**src/hw/rtl/rdc_pkg.sv**
```systemverilog
// Shared constants and types of the rotor density convolver.
package rdc_pkg;

	localparam int MAX_TAPS  = 256;
	localparam int TAP_W     = $clog2(MAX_TAPS + 1);
	localparam int HIDX_W    = $clog2(MAX_TAPS);
	localparam int BIN_W     = 32;
	localparam int CFG_IDX_W = 3;
	localparam int CFG_W     = 32;

	localparam logic [CFG_IDX_W-1:0] CFG_ROTOR_TYPE = 3'd0;
	localparam logic [CFG_IDX_W-1:0] CFG_INV_SYM    = 3'd1;
	localparam logic [CFG_IDX_W-1:0] CFG_GAP        = 3'd2;
	localparam logic [CFG_IDX_W-1:0] CFG_ANG_MOM    = 3'd3;
	localparam logic [CFG_IDX_W-1:0] CFG_BIN_WIDTH  = 3'd4;

	localparam logic [1:0] ROT_LINEAR    = 2'd0;
	localparam logic [1:0] ROT_SPHERICAL = 2'd1;
	localparam logic [1:0] ROT_PROLATE   = 2'd2;
	localparam logic [1:0] ROT_OBLATE    = 2'd3;

	localparam int ROOT_FRAC = 48;
	localparam int ROOT_W    = ROOT_FRAC / 2 + 1;
	localparam int ROOT_X_W  = ROOT_FRAC + 1;
	localparam int DIV_W     = TAP_W + ROOT_FRAC;
	localparam int DIV_CNT_W = $clog2(DIV_W);

	localparam logic [ROOT_W-1:0] ROOT_ONE = ROOT_W'(1) << (ROOT_FRAC / 2);

	typedef struct packed {
		logic              start;
		logic [TAP_W-1:0]  m;
		logic [TAP_W-1:0]  n;
	} root_req_t;

	typedef struct packed {
		logic              done;
		logic [ROOT_W-1:0] root;
	} root_rsp_t;

endpackage

```
**src/hw/rtl/rdc_root.sv**
```systemverilog
// Bit-serial unit for floor(sqrt(floor(m * 2^48 / n))).
module rdc_root import rdc_pkg::*; (
	input  logic      clk,
	input  logic      arst_n,
	input  root_req_t req,
	output root_rsp_t rsp
);
	typedef enum logic [1:0] {R_IDLE, R_DIV, R_SQRT} rstate_t;

	rstate_t              state_q;
	logic [DIV_W-1:0]     div_q;
	logic [TAP_W-1:0]     rem_q;
	logic [TAP_W-1:0]     n_q;
	logic [DIV_CNT_W-1:0] cnt_q;
	logic [ROOT_X_W-1:0]  x_q;
	logic [ROOT_X_W-1:0]  r_q;
	logic [ROOT_X_W-1:0]  bit_q;

	logic [TAP_W:0]      rem_sh;
	logic                ge;
	logic [TAP_W:0]      rem_nx;
	logic [DIV_W-1:0]    div_nx;
	logic [ROOT_X_W:0]   t_sum;
	logic                sq_ge;
	logic [ROOT_X_W-1:0] r_nx;

	assign rem_sh = {rem_q, div_q[DIV_W-1]};
	assign ge     = rem_sh >= {1'b0, n_q};
	assign rem_nx = ge ? rem_sh - {1'b0, n_q} : rem_sh;
	assign div_nx = {div_q[DIV_W-2:0], ge};
	assign t_sum  = {1'b0, r_q} + {1'b0, bit_q};
	assign sq_ge  = {1'b0, x_q} >= t_sum;
	assign r_nx   = sq_ge ? (r_q >> 1) + bit_q : r_q >> 1;

	always_ff @(posedge clk or negedge arst_n) begin
		if (!arst_n) begin
			state_q  <= R_IDLE;
			div_q    <= '0;
			rem_q    <= '0;
			n_q      <= '0;
			cnt_q    <= '0;
			x_q      <= '0;
			r_q      <= '0;
			bit_q    <= '0;
			rsp      <= '0;
		end else begin
			rsp.done <= (state_q == R_SQRT) && (bit_q == ROOT_X_W'(1));
			unique case (state_q)
				R_IDLE: begin
					if (req.start) begin
						div_q   <= DIV_W'(req.m) << ROOT_FRAC;
						rem_q   <= '0;
						n_q     <= req.n;
						cnt_q   <= '0;
						state_q <= R_DIV;
					end
				end
				R_DIV: begin
					div_q <= div_nx;
					rem_q <= rem_nx[TAP_W-1:0];
					cnt_q <= cnt_q + DIV_CNT_W'(1);
					if (cnt_q == DIV_CNT_W'(DIV_W - 1)) begin
						x_q     <= div_nx[ROOT_X_W-1:0];
						r_q     <= '0;
						bit_q   <= ROOT_X_W'(1) << ROOT_FRAC;
						state_q <= R_SQRT;
					end
				end
				R_SQRT: begin
					if (sq_ge) begin
						x_q <= x_q - t_sum[ROOT_X_W-1:0];
					end
					r_q   <= r_nx;
					bit_q <= bit_q >> 2;
					if (bit_q == ROOT_X_W'(1)) begin
						rsp.root <= r_nx[ROOT_W-1:0];
						state_q  <= R_IDLE;
					end
				end
				default: state_q <= R_IDLE;
			endcase
		end
	end
endmodule

```
**config.mk**
```make
export PLATFORM = sky130hd
export DESIGN_NAME = rdc_root
export DESIGN_NICKNAME = d
export VERILOG_FILES = /design/src/hw/rtl/rdc_pkg.sv /design/src/hw/rtl/rdc_root.sv
export SDC_FILE = /design/constraint.sdc
export NUM_CORES = 1
export LEC_CHECK = 0
export BUFFER_PORTS_ARGS = -buffer_cell sky130_fd_sc_hd__buf_2
export CAP_MARGIN = 20
export CORE_MARGIN = 3
export CORE_UTILIZATION = 35
export DETAILED_ROUTE_END_ITERATION = 10
export SLEW_MARGIN = 40
export SYNTH_ARGS = -nofsm -noshare
export SYNTH_HDL_FRONTEND = slang
export SYNTH_SLANG_ARGS = --single-unit
```
**constraint.sdc**
```tcl
create_clock -name clk -period 5.7 [get_ports clk]
set_input_delay 0 -clock clk [delete_from_list [all_inputs] [get_ports clk]]
set_output_delay 0 -clock clk [all_outputs]
set_load 0.05 [all_outputs]
```
=== Word-level counts from Yosys, hierarchy flattened ===
Cells that the tools add are included.

* Multiplexer cells: 19
* Order comparisons: 2
* Eq/ne operators: 8
* Reduce and logical (&&, ||, !) cells: 10
* Add/subtract/negate cells: 5

{| class="wikitable"
|+ Operators by type and width
! operator !! count
|-
| $pmux 49 s2 || 3
|-
| $mux 49 || 5
|-
| $pmux 57 s2 || 1
|-
| $mux 57 || 1
|-
| $add 49x49->50 || 1
|-
| $ge 49x50->1 || 1
|-
| $add 48x49->49 || 1
|-
| $eq 49x1->1 const B || 1
|-
| $sub 49x49->49 || 1
|-
| $mux 9 || 2
|-
| $pmux 9 s2 || 1
|-
| $pmux 6 s2 || 1
|-
| $ge 10x9->1 || 1
|-
| $sub 9x9->9 || 1
|-
| $reduce_and 2->1 || 4
|-
| $add 6x1->6 const B || 1
|-
| $eq 6x6->1 const B || 1
|-
| $mux 2 || 3
|-
| $mux 6 || 1
|-
| $ne 2x2->1 const B || 3
|-
| $pmux 2 s3 || 1
|-
| $reduce_and 3->1 || 2
|-
| $reduce_bool 2->1 || 2
|-
| $eq 2x1->1 const B || 1
|-
| 4 further kinds || 4
|}

* Flip-flop bits (word level): 256
* Word-level logic and storage cells: 54
* Output and inout port bits: 26

=== Longest topological paths before layout ===
Gate-level depths: netlist of the first run.

* Depth after elaboration: 4
* Mapped depth: 25
* Mapped depth without buffers: 23

=== Worst setup path after synthesis of the first run ===
OpenSTA, ideal clock, no wires.

* Path kind: flip-flop to flip-flop
* Start point: reg r_q[12]
* End point: reg x_q[44]
* Period minus slack after synthesis: 4.999 ns
* Arrival: 4.903 ns
* Buffers on the path: 2
* Path slack: 0.701 ns
* Stages on the path, launching flop included: 24
* Cells stage by stage: dfrtp_1 > ha_1 > and4_1 > a21boi_1 > or3_1 > a31oi_2 > o21ai_2 > o31a_1 > o31a_1 > o21bai_4 > a21oi_1 > xor2_1 > ha_1 > and3_1 > nand4_1 > nor2_1 > a31oi_1 > a21boi_1 > and3b_1 > a21o_1 > o21a_1 > buf_4 > buf_4 > o31ai_1

* Longest elaborated chain between the ends: 4
* Elaborated cells between the ends (all ways): 7
* Classes of those cells: add/sub: 2; order compare: 1; eq/ne: 1; mux: 2; reduce/logical: 1

{| class="wikitable"
|+ Ends and longest elaborated chain
! item !! RTL line !! text
|-
| from (decl) || rdc_root.sv:16 || <nowiki>logic [ROOT_X_W-1:0] r_q;</nowiki>
|-
| from (signal assigned) || rdc_root.sv:73 || <nowiki>r_q <= r_nx;</nowiki>
|-
| $add 49x49->50 (*) || rdc_root.sv:31 || <nowiki>assign t_sum = {1'b0, r_q} + {1'b0, bit_q};</nowiki>
|-
| $sub 49x49->49 / $ge 49x50->1 (equally long branches) || rdc_root.sv:71, rdc_root.sv:32 ||
|-
| $mux 49 / $ne 2x2->1 (equally long branches) || -- ||
|-
| $pmux 49 s2 / $reduce_and 3->1 (equally long branches) || -- ||
|-
| to (signal assigned) || rdc_root.sv:63 || <nowiki>x_q <= div_nx[ROOT_X_W-1:0];</nowiki>
|-
| to (signal assigned) || rdc_root.sv:71 || <nowiki>x_q <= x_q - t_sum[ROOT_X_W-1:0];</nowiki>
|-
| to (decl) || rdc_root.sv:15 || <nowiki>logic [ROOT_X_W-1:0] x_q;</nowiki>
|}

Mark *: on every way between the ends. The rest lies on a longest branch, timed or not. The select of a mux whose other input is x is not followed.
A chain may end at the register's enable or synchronous reset.

=== Worst setup path in the final report of the first run ===
* Start point: reg bit_q[0]
* End point: reg r_q[32]

* Longest elaborated chain between the ends: 4
* Elaborated cells between the ends (all ways): 5
* Classes of those cells: add/sub: 2; order compare: 1; mux: 2

{| class="wikitable"
|+ Ends and longest elaborated chain
! item !! RTL line !! text
|-
| from (decl) || rdc_root.sv:17 || <nowiki>logic [ROOT_X_W-1:0] bit_q;</nowiki>
|-
| from (signal assigned) || rdc_root.sv:65 || <nowiki>bit_q <= ROOT_X_W'(1) << ROOT_FRAC;</nowiki>
|-
| from (signal assigned) || rdc_root.sv:74 || <nowiki>bit_q <= bit_q >> 2;</nowiki>
|-
| $add 49x49->50 || rdc_root.sv:31 ||
|-
| $ge 49x50->1 || rdc_root.sv:32 || <nowiki>assign sq_ge = {1'b0, x_q} >= t_sum;</nowiki>
|-
| $mux 49 (*) || rdc_root.sv:33 || <nowiki>assign r_nx = sq_ge ? (r_q >> 1) + bit_q : r_q >> 1;</nowiki>
|-
| $pmux 49 s2 (*) || rdc_root.sv:48 || <nowiki>unique case (state_q)</nowiki>
|}

Mark *: on every way between the ends. The rest lies on a longest branch, timed or not.

==> flow_summary.json, run 1 <==
{
  "finalSetupViolCount": 0,
  "yosysTopAreaCell": "dfrtp_1",
  "area.growth.synth_to_final_pct": 14.0,
  "synth_top_family_by_area": "compound AO/OA/AOI/OAI gates",
  "fp.dieH_microns": 224,
  "slowest_stage": "nor4_4",
  "rows": 79,
  "synth_seq_cells": 232,
  "worstPathArrival_ns": 5.92,
  "hold_viol_final": 0,
  "power.density_nw_per_um2": 190,
  "fin_nets": 2231,
  "postLayoutSetupSlackWorst_ns": 0.199,
  "yosys.area_share.adder_pct": 8.61,
  "fin_crit_sh_pct": 96.5,
  "post_drt_wl_per_cell_microns": 17.3,
  "yosysSeqAreaShare_pct": 35.0,
  "crit_buf_inv": 3,
  "antenna_found_initial": 0,
  "drive_above_1_share_pct": 8.98,
  "grt_max_degree": 146,
  "postSynthAreaPerCell_sq_um": 8.04,
  "synth_mux_area_share_pct": 1.34,
  "cpPeakStageDelay_ns": 0.43,
  "synthCells": 2064,
  "drt_iter0_markers": 1401,
  "initial_core_util_pct": 35.6,
  "synthFlopType": "dfrtp_1",
  "grt_pass1_wl_microns": 76700,
  "period_minus_slack_ns": 5.50,
  "hold_path_class": "in2async",
  "grt_pass1_vias": 14300,
  "startpoint_type": "flip-flop",
  "syn_area_sq_um": 16600,
  "synthSimpleGateAreaFrac_pct": 20.9,
  "fill_cells": 4697,
  "end_kind": "flip-flop",
  "yosys_warnings": 0,
  "cts-root-buf": "clkbuf_16",
  "synth.distinct_cells": 86,
  "cts_buffer_depth": 3,
  "yosys-top-cells-area": "dfrtp_1, ha_1, nand2_1",
  "yosysMostFrequentCell": "nand2_1",
  "crit_fanout": 14,
  "first_pass_iters": 5,
  "synth-edff-count": 0,
  "hpwl_microns": 33200,
  "cts_buffers": 28,
  "critical_path_class": "reg2reg",
  "synth-compound-area-share_pct": 23.3,
  "track_usage_pct": 18.4,
  "skew_ns": 0.0390,
  "pin_count": 47,
  "path_cells": "ha_1 > ha_1 > a21o_1 > a31o_2 > a221o_1 > o211a_1 > a31oi_4 > buf_4 > nor2_1 > o21ai_0 > xor2_1 > ha_1 > and2_2 > nand3_2 > nor4_4 > a31oi_1 > a21boi_1 > and3b_1 > a21oi_4 > buf_6 > nand2_1 > buf_4 > nor3b_1 > o32ai_1",
  "dieArea_sq_um": 50000,
  "vias": 15200,
  "drc_errors": 0,
  "insertion_delay_ns": 0.57,
  "wl_microns": 47000,
  "cp_top_family": "compound AO/OA/AOI/OAI gates",
  "core_area_sq_um": 46700,
  "dieWidth_microns": 224,
  "vias_per_cell": 5.57,
  "gp_congestion": 0.883,
  "max_freq_mhz": 182,
  "clock-sinks": 232,
  "synth_top_area_share_pct": 35.0,
  "path_clk_slew_ns": 0.06,
  "synthesis.nets": 2198,
  "required_ns": 6.12,
  "leakage_nw": 8.23,
  "async_flop_share_pct": 100,
  "rsz0062_at_grt": "no",
  "setup-tns-final_ns": 0,
  "path_common_cell": "ha_1",
  "tightest_slew_ns": 0.797,
  "ant_nets": 0,
  "h-tree-depth": 1,
  "io_buffers": 46,
  "cts_tree": "yes",
  "grt_overflow": 0,
  "synthTopCellsByCount": "nand2_1, dfrtp_1, o21ai_0, nor2_1, a21oi_1",
  "max-vdd-ir-drop_uv": 188,
  "num_antenna_cells": 0,
  "drv_cap": 0,
  "status": "completed",
  "max-slew-margin-rel_pct": 46.8,
  "synth-xor-area-share_pct": 6.97,
  "hold-worst-slack_ns": 0.0454,
  "drv_slew": 0,
  "place_ws_ns": -0.399
}
==> placed cells by master, fill, tap and decap left out, drive strengths merged, types with 4 or more instances in the layout <==
master / count
or4: 5
dlygate4sd3: 19
or3: 6
inv: 51
and4: 7
nor3b: 5
o21ai: 272
buf: 93
nor2b: 25
clkbuf: 39
xnor2: 54
nor3: 30
a21o: 24
o211ai: 23
a21oi: 129
dfrtp: 232
a21boi: 9
mux2i: 20
nor2: 152
a211oi: 10
bufinv: 4
o31ai: 10
o41ai: 5
o21bai: 19
a31o: 12
nand4: 27
xor2: 78
nand3: 93
o21a: 13
and2: 13
nor4: 13
o31a: 7
a31oi: 49
nand2: 361
o22ai: 12
ha: 111
and3: 11
nand2b: 17
==> where the power goes <==
part           switching [W]   total, W  internal [W]
logic              0.0000367  0.0000543     0.0000176
clock network       0.000726    0.00189       0.00117
registers                  0    0.00165       0.00165
==> through the flow <==
step | cell area (sq um) | cells | utilization [%] | total power (W)
2_1_floorplan | 16600 | 2064 | - | 0.00168
3_3_place_gp | 17500 | 2648 | 37.6 | 0.00172
3_5_place_dp | 17500 | 2648 | 37.6 | 0.00172
4_1_cts | 18800 | 2721 | 40.3 | 0.00364
5_1_grt | 18900 | 2723 | 40.5 | 0.00372
6_report | 18900 | 2723 | 40.5 | 0.00360
==> cell families after synthesis <==
logic type | Yosys count
compound gates | 632
xor+xnor | 132
fa+ha+maj | 113
buf+inv | 160
flops | 232
mux | 22
simple gates | 773
==> final timing paths <==
kind	startpoint	endpoint	slack [ns]	cells past startpoint
max	bit_q[0]	r_q[32]	0.20	24
min	arst_n	n_q[5]	0.05	2
max reg2reg	bit_q[0]	r_q[32]	0.20	24
min reg2reg	rsp[15]	rsp[15]	0.48	2
max in group asynchronous	arst_n	bit_q[14]	4.37	4
min in group clk	req[18]	n_q[0]	0.11	4
==> state kept, by name (all words and copies together) (netlist names) <==
signal   cells
cnt_q        6
r_q         49
rem_q        9
div_q       57
x_q         49
state_q      2
rsp         26
n_q          9
bit_q       25
==> per-layer routing <==
layer	wire length [microns]	part of all wire, %	global-route usage, %
met2	20100	43	28.1
met3	2540	5.4	2.54
met5	0	0	0
met1	23300	50	27.5
met4	1100	2.3	4.52
==> final cells by class <==
cell class	instances	area (sq um)	share of cell area [%]
multi-input cells	1672	10300	54.4
clock inverters	10	158	0.834
clock buffers	39	813	4.30
inverters	51	191	1.01
well taps	607	759	4.02
flip-flops and latches	232	5810	30.7
repair buffers	112	902	4.77
==> what timing repair did <==
item,4_1_cts,5_1_grt
buffers inserted,5,1
gates resized for setup,2,18
setup endpoints to repair,123,117
hold buffers,19,0
pin swaps,2,7
hold endpoints to repair,105,0
Power figures use the tool's default switching activity.
==> run 2: changes to the inputs <==
clock period = 6 ns   (was 5.7 ns; I/O delays follow)
==> run 2 against run 1 <==
Compared with the run above:
- maximum frequency is 3.6% lower
- worst hold slack worse by 0.016 ns
- die area stayed put
- clock power is 9% lower
- critical path depth stayed put
- via count is 1.8% lower
- final area is 1.2% lower
- utilization is 0.47 points lower
- critical path type unchanged
==> flow_summary.json, run 2 (synthesized netlist as in run 1, its figures left out) <==
{
  "first_pass_iters": 5,
  "power.density_nw_per_um2": 178,
  "grt_max_degree": 130,
  "dieWidth_microns": 224,
  "period_minus_slack_ns": 5.71,
  "tightest_slew_ns": 0.823,
  "cts_tree": "yes",
  "path_clk_slew_ns": 0.06,
  "pin_count": 47,
  "wl_microns": 45700,
  "fp.dieH_microns": 224,
  "hold_path_class": "in2async",
  "vias_per_cell": 5.50,
  "rsz0062_at_grt": "no",
  "dieArea_sq_um": 50000,
  "clock-sinks": 232,
  "rows": 79,
  "drive_above_1_share_pct": 8.27,
  "io_buffers": 46,
  "num_antenna_cells": 0,
  "setup-tns-final_ns": 0,
  "antenna_found_initial": 1,
  "status": "completed",
  "required_ns": 6.41,
  "path_cells": "ha_4 > and4_1 > a21boi_1 > or3_1 > a31oi_2 > o21ai_2 > o31a_1 > o31a_1 > o21bai_4 > a21oi_1 > xor2_1 > ha_2 > and3_1 > nand4_1 > nor2_1 > a31oi_1 > a21boi_1 > and3b_1 > a21oi_4 > buf_4 > nand2_1 > buf_4 > nor3b_1 > o32ai_1",
  "insertion_delay_ns": 0.57,
  "cts_buffers": 28,
  "drv_slew": 0,
  "initial_core_util_pct": 35.6,
  "fill_cells": 4694,
  "area.growth.synth_to_final_pct": 12.7,
  "cp_top_family": "compound AO/OA/AOI/OAI gates",
  "reg_top3": "div_q x57, r_q x49, x_q x49",
  "drt_iter0_markers": 1123,
  "grt_pass1_wl_microns": 75800,
  "mostFrequentLayoutCell": "nand2_1",
  "track_usage_pct": 18.1,
  "h-tree-depth": 1,
  "hpwl_microns": 32700,
  "core_area_sq_um": 46700,
  "slowest_stage": "dfrtp_1",
  "grt_pass1_vias": 14300,
  "crit_fanout": 8,
  "cpPeakStageDelay_ns": 0.48,
  "crit_buf_inv": 2,
  "post_drt_wl_per_cell_microns": 16.9,
  "max-slew-margin-rel_pct": 45.0,
  "end_kind": "flip-flop",
  "leakage_nw": 8.15,
  "hold-worst-slack_ns": 0.0292,
  "cts_buffer_depth": 3,
  "grt_overflow": 0,
  "cts-root-buf": "clkbuf_16",
  "postLayoutSetupSlackWorst_ns": 0.292,
  "ant_nets": 0,
  "largest_reg_flops": 57,
  "power_w": 0.00334,
  "hold_viol_final": 0,
  "startpoint_type": "flip-flop",
  "drc_errors": 0,
  "finalSetupViolCount": 0,
  "vias": 14900,
  "max_freq_mhz": 175,
  "gp_congestion": 0.917,
  "place_ws_ns": 0.316,
  "largest_register": "div_q",
  "worstPathArrival_ns": 6.12,
  "skew_ns": 0.0215,
  "critical_path_class": "reg2reg",
  "mostFrequentLayoutCells": "nand2_1, dfrtp_1, o21ai_0, nor2_1, a21oi_1",
  "max-vdd-ir-drop_uv": 188,
  "fin_nets": 2216,
  "placed_area_sq_um": 17500,
  "fin_crit_sh_pct": 95.1,
  "drv_cap": 0,
  "fin_area_sq_um": 18700
}
-- run 2: cell count changes in the layout (fill, tap and decap cells not counted), moves of 2 or more --
cell / previous run / this run
nor4_1: 9 / 11
clkinv_2: 3 / 7
inv_6: 0 / 2
clkbuf_8: 5 / 8
buf_12: 7 / 4
buf_4: 37 / 25
bufinv_16: 4 / 1
clkinv_4: 0 / 2
clkbuf_1: 5 / 1
-- run 2: power by group --
group | internal, W | switching [W] | leakage (nW)
clock network | 0.00100 | 0.000715 | 0.470
registers | 0.00156 | 0 | 2.86
logic | 0.0000186 | 0.0000351 | 4.82
-- run 2: stage by stage --
| stage | util (%) | std cells |
|---|---|---|
| final | 40.1 | 2711 |
| after global routing | 40.1 | 2711 |
| after CTS | 40.0 | 2710 |
| after detailed placement | 37.5 | 2638 |
| after global placement | 37.4 | 2637 |
| after floorplan | - | 2064 |
-- run 2: layout make-up --
cell class,instances,area (sq um),area share (%)
Timing Repair Buffer,97,764,4.09
Multi-Input combinational cell,1672,10200,54.7
Clock inverter,15,131,0.703
Inverter,51,191,1.02
Tap cell,607,759,4.06
Sequential cell,232,5810,31.1
Clock buffer,37,815,4.36
-- run 2: metal layers --
layer | track usage (%) | part of all wire, %
met5 | 0 | 0
met1 | 27.3 | 50
met3 | 2.11 | 5.0
met2 | 27.5 | 42
met4 | 4.93 | 2.6
-- run 2: tightest hold or removal path: cells and delay by family --
family,cells,cell delay (ns)
buffers and inverters,3,0.97
-- run 2: worst paths after layout --
path                             end    start  slack (ns)  cells after the start
min reg2reg                  rsp[14]  rsp[14]        0.47                      2
max in group asynchronous     x_q[8]   arst_n        5.25                      3
min in group clk              n_q[0]  req[18]        0.07                      4
max reg2reg                  r_q[32]  r_q[10]        0.29                     24
min                        div_q[46]   arst_n        0.03                      3
max                          r_q[32]  r_q[10]        0.29                     24
-- run 2: what timing repair did --
action | in CTS | in global routing
hold buffers | 20 | 0
gates resized for setup | 0 | 7
setup buffers | 0 | 1
hold endpoints to repair | 250 | 0
endpoints found under the setup margin | 0 | 57
==> run 3: changes to the inputs <==
REMOVE_ABC_BUFFERS = 1   (was default)
==> run 3 against run 2 <==
Compared with the run above:
- first-iteration DRC count decreased by 5.2%
- critical path depth is 1 lower
- register-to-register slack better by 0.02 ns
- critical endpoint is now r_q[48]
- critical path type unchanged
- sequential share of layout area decreased by 0.11 points
- clock skew up 0.0030 ns
- die area unchanged
- combinational power grew 2%
- largest cell class unchanged
- largest power group unchanged
==> flow_summary.json, run 3 (synthesized netlist as in run 1, its figures left out) <==
{
  "fin_crit_sh_pct": 94.7,
  "max-vdd-ir-drop_uv": 229,
  "period_minus_slack_ns": 5.68,
  "end_kind": "flip-flop",
  "r2r_start": "r_q[10]",
  "mostFrequentLayoutCells": "nand2_1, o21ai_0, dfrtp_1, nor2_1, a21oi_1",
  "drt_iter0_markers": 1065,
  "io_buffers": 46,
  "grt_max_degree": 157,
  "reg_top3": "div_q x57, r_q x49, x_q x49",
  "first_pass_iters": 5,
  "h-tree-depth": 1,
  "track_usage_pct": 18.0,
  "max_freq_mhz": 176,
  "initial_core_util_pct": 35.6,
  "rows": 79,
  "max-slew-margin-rel_pct": 48.1,
  "grt_overflow": 0,
  "drv_slew": 0,
  "mostFrequentLayoutCell": "nand2_1",
  "drv_cap": 0,
  "dieWidth_microns": 224,
  "hold_viol_final": 0,
  "cts_buffers": 29,
  "setup-tns-final_ns": 0,
  "fp.dieH_microns": 224,
  "core_area_sq_um": 46700,
  "p_sw_share_pct": 21.2,
  "reg2reg_depth": 23,
  "critical_path_class": "reg2reg",
  "cts_tree": "yes",
  "finalSetupViolCount": 0,
  "required_ns": 6.48,
  "cts-root-buf": "clkbuf_16",
  "grt_pass1_vias": 14600,
  "startpoint_type": "flip-flop",
  "pin_count": 47,
  "tightest_slew_ns": 0.778,
  "path_clk_slew_ns": 0.06,
  "combPwrFrac_pct": 1.6,
  "ff2ff_setup_slack_ns": 0.32,
  "clkPwrFrac_pct": 54.1,
  "hpwl_microns": 32600,
  "cts_buffer_depth": 3,
  "gp_congestion": 0.911,
  "worstHoldEndpoint": "n_q[0]",
  "rsz0062_at_grt": "no",
  "power.density_nw_per_um2": 188,
  "r2r-end": "r_q[48]",
  "status": "completed",
  "worstPathArrival_ns": 6.17,
  "area.growth.synth_to_final_pct": 13.1,
  "clock-sinks": 232,
  "post_drt_wl_per_cell_microns": 17.1,
  "grt_pass1_wl_microns": 75600,
  "hold-worst-slack_ns": 0.132,
  "power_frac_seq_pct": 44.4,
  "vias_per_cell": 5.51,
  "leakage_nw": 8.15,
  "wl_microns": 46100,
  "antenna_found_initial": 0,
  "skew_ns": 0.0245,
  "num_antenna_cells": 0,
  "drc_errors": 0,
  "ant_nets": 0,
  "hp-start": "req[18]",
  "largest_reg_flops": 57,
  "vias": 14900,
  "final_cell_count_no_fill": 2704,
  "switchingPower_w": 0.000746,
  "dp.cells": 2627,
  "hold_path_class": "in2reg",
  "crit_fanout": 8,
  "p_int_w": 0.00278,
  "largest_register": "div_q",
  "fin_nets": 2209,
  "dieArea_sq_um": 50000,
  "hold-path-cell-count": 4,
  "insertion_delay_ns": 0.57,
  "drive_above_1_share_pct": 8.11
}
-- run 3: power by group through the flow --
| stage | registers (W) | clock network [W] | logic, W |
|---|---|---|---|
| global placement | 0.00159 | 0 | 0.0000428 |
| floorplan | 0.00159 | 0 | 0.000000339 |
| detailed placement | 0.00159 | 0 | 0.0000436 |
| global route | 0.00156 | 0.00202 | 0.0000637 |
| CTS | 0.00156 | 0.00196 | 0.0000535 |
| finish | 0.00156 | 0.00191 | 0.0000547 |
-- run 3: per-layer routing --
layer,vias up,GRT usage (%),share of wire (%)
li1,7390,-,-
met1,7150,24.7,47
met2,300,30.5,47
met3,69,2.03,3.8
met4,0,4.46,1.9
met5,-,0,0
-- run 3: stage by stage --
step	total power, W	cell area, sq um	setup slack (ns)	utilization (%)
floorplan	0.00159	16100	-0.427	-
global placement	0.00164	17400	0.0139	37.2
detailed placement	0.00164	17400	-0.109	37.2
CTS	0.00358	18600	0.105	39.9
global route	0.00365	18800	0.00909	40.2
finish	0.00353	18800	0.316	40.2
-- run 3: repair_timing --
item	CTS	global route
hold endpoints to repair	115	31
gates cloned	0	1
buffers inserted	0	1
resized for setup	1	13
hold buffers	19	1
pin swaps	0	3
setup endpoints to repair	45	118
-- run 3: worst max path at each step --
stage	start	end	slack [ns]
2_1_floorplan	r_q[12]	x_q[15]	-0.43
3_3_place_gp	bit_q[0]	r_q[48]	0.01
3_5_place_dp	bit_q[0]	r_q[48]	-0.11
4_1_cts	bit_q[0]	r_q[48]	0.10
5_1_grt	bit_q[0]	r_q[36]	0.009
6_report	r_q[10]	r_q[48]	0.32
-- run 3: final cells by class --
| type | instances | area [sq um] |
|---|---|---|
| fill | 4722 | 27900 |
| multi-input combinational | 1673 | 10300 |
| sequential | 232 | 5810 |
| clock buffer | 38 | 800 |
| tap | 607 | 759 |
| timing repair buffer | 88 | 694 |
| clock inverter | 15 | 243 |
| inverter | 51 | 191 |
-- run 3: critical path, stage by stage, from the launching register on --
cell and delay [ns]:
dfrtp_2 0.47, ha_4 0.30, nand4_1 0.19, nor4_2 0.29, o211ai_1 0.18, a31oi_2 0.27, o21ai_2 0.15, o31a_1 0.30
o31a_1 0.39, o21bai_4 0.23, a21oi_1 0.11, xor2_1 0.17, ha_2 0.40, and3_1 0.23, nand4_1 0.20, nor2_2 0.15
a31oi_1 0.09, a21boi_1 0.15, and3b_1 0.22, a21oi_4 0.23, buf_4 0.19, nand2_2 0.11, o41a_1 0.41, o22ai_1 0.14
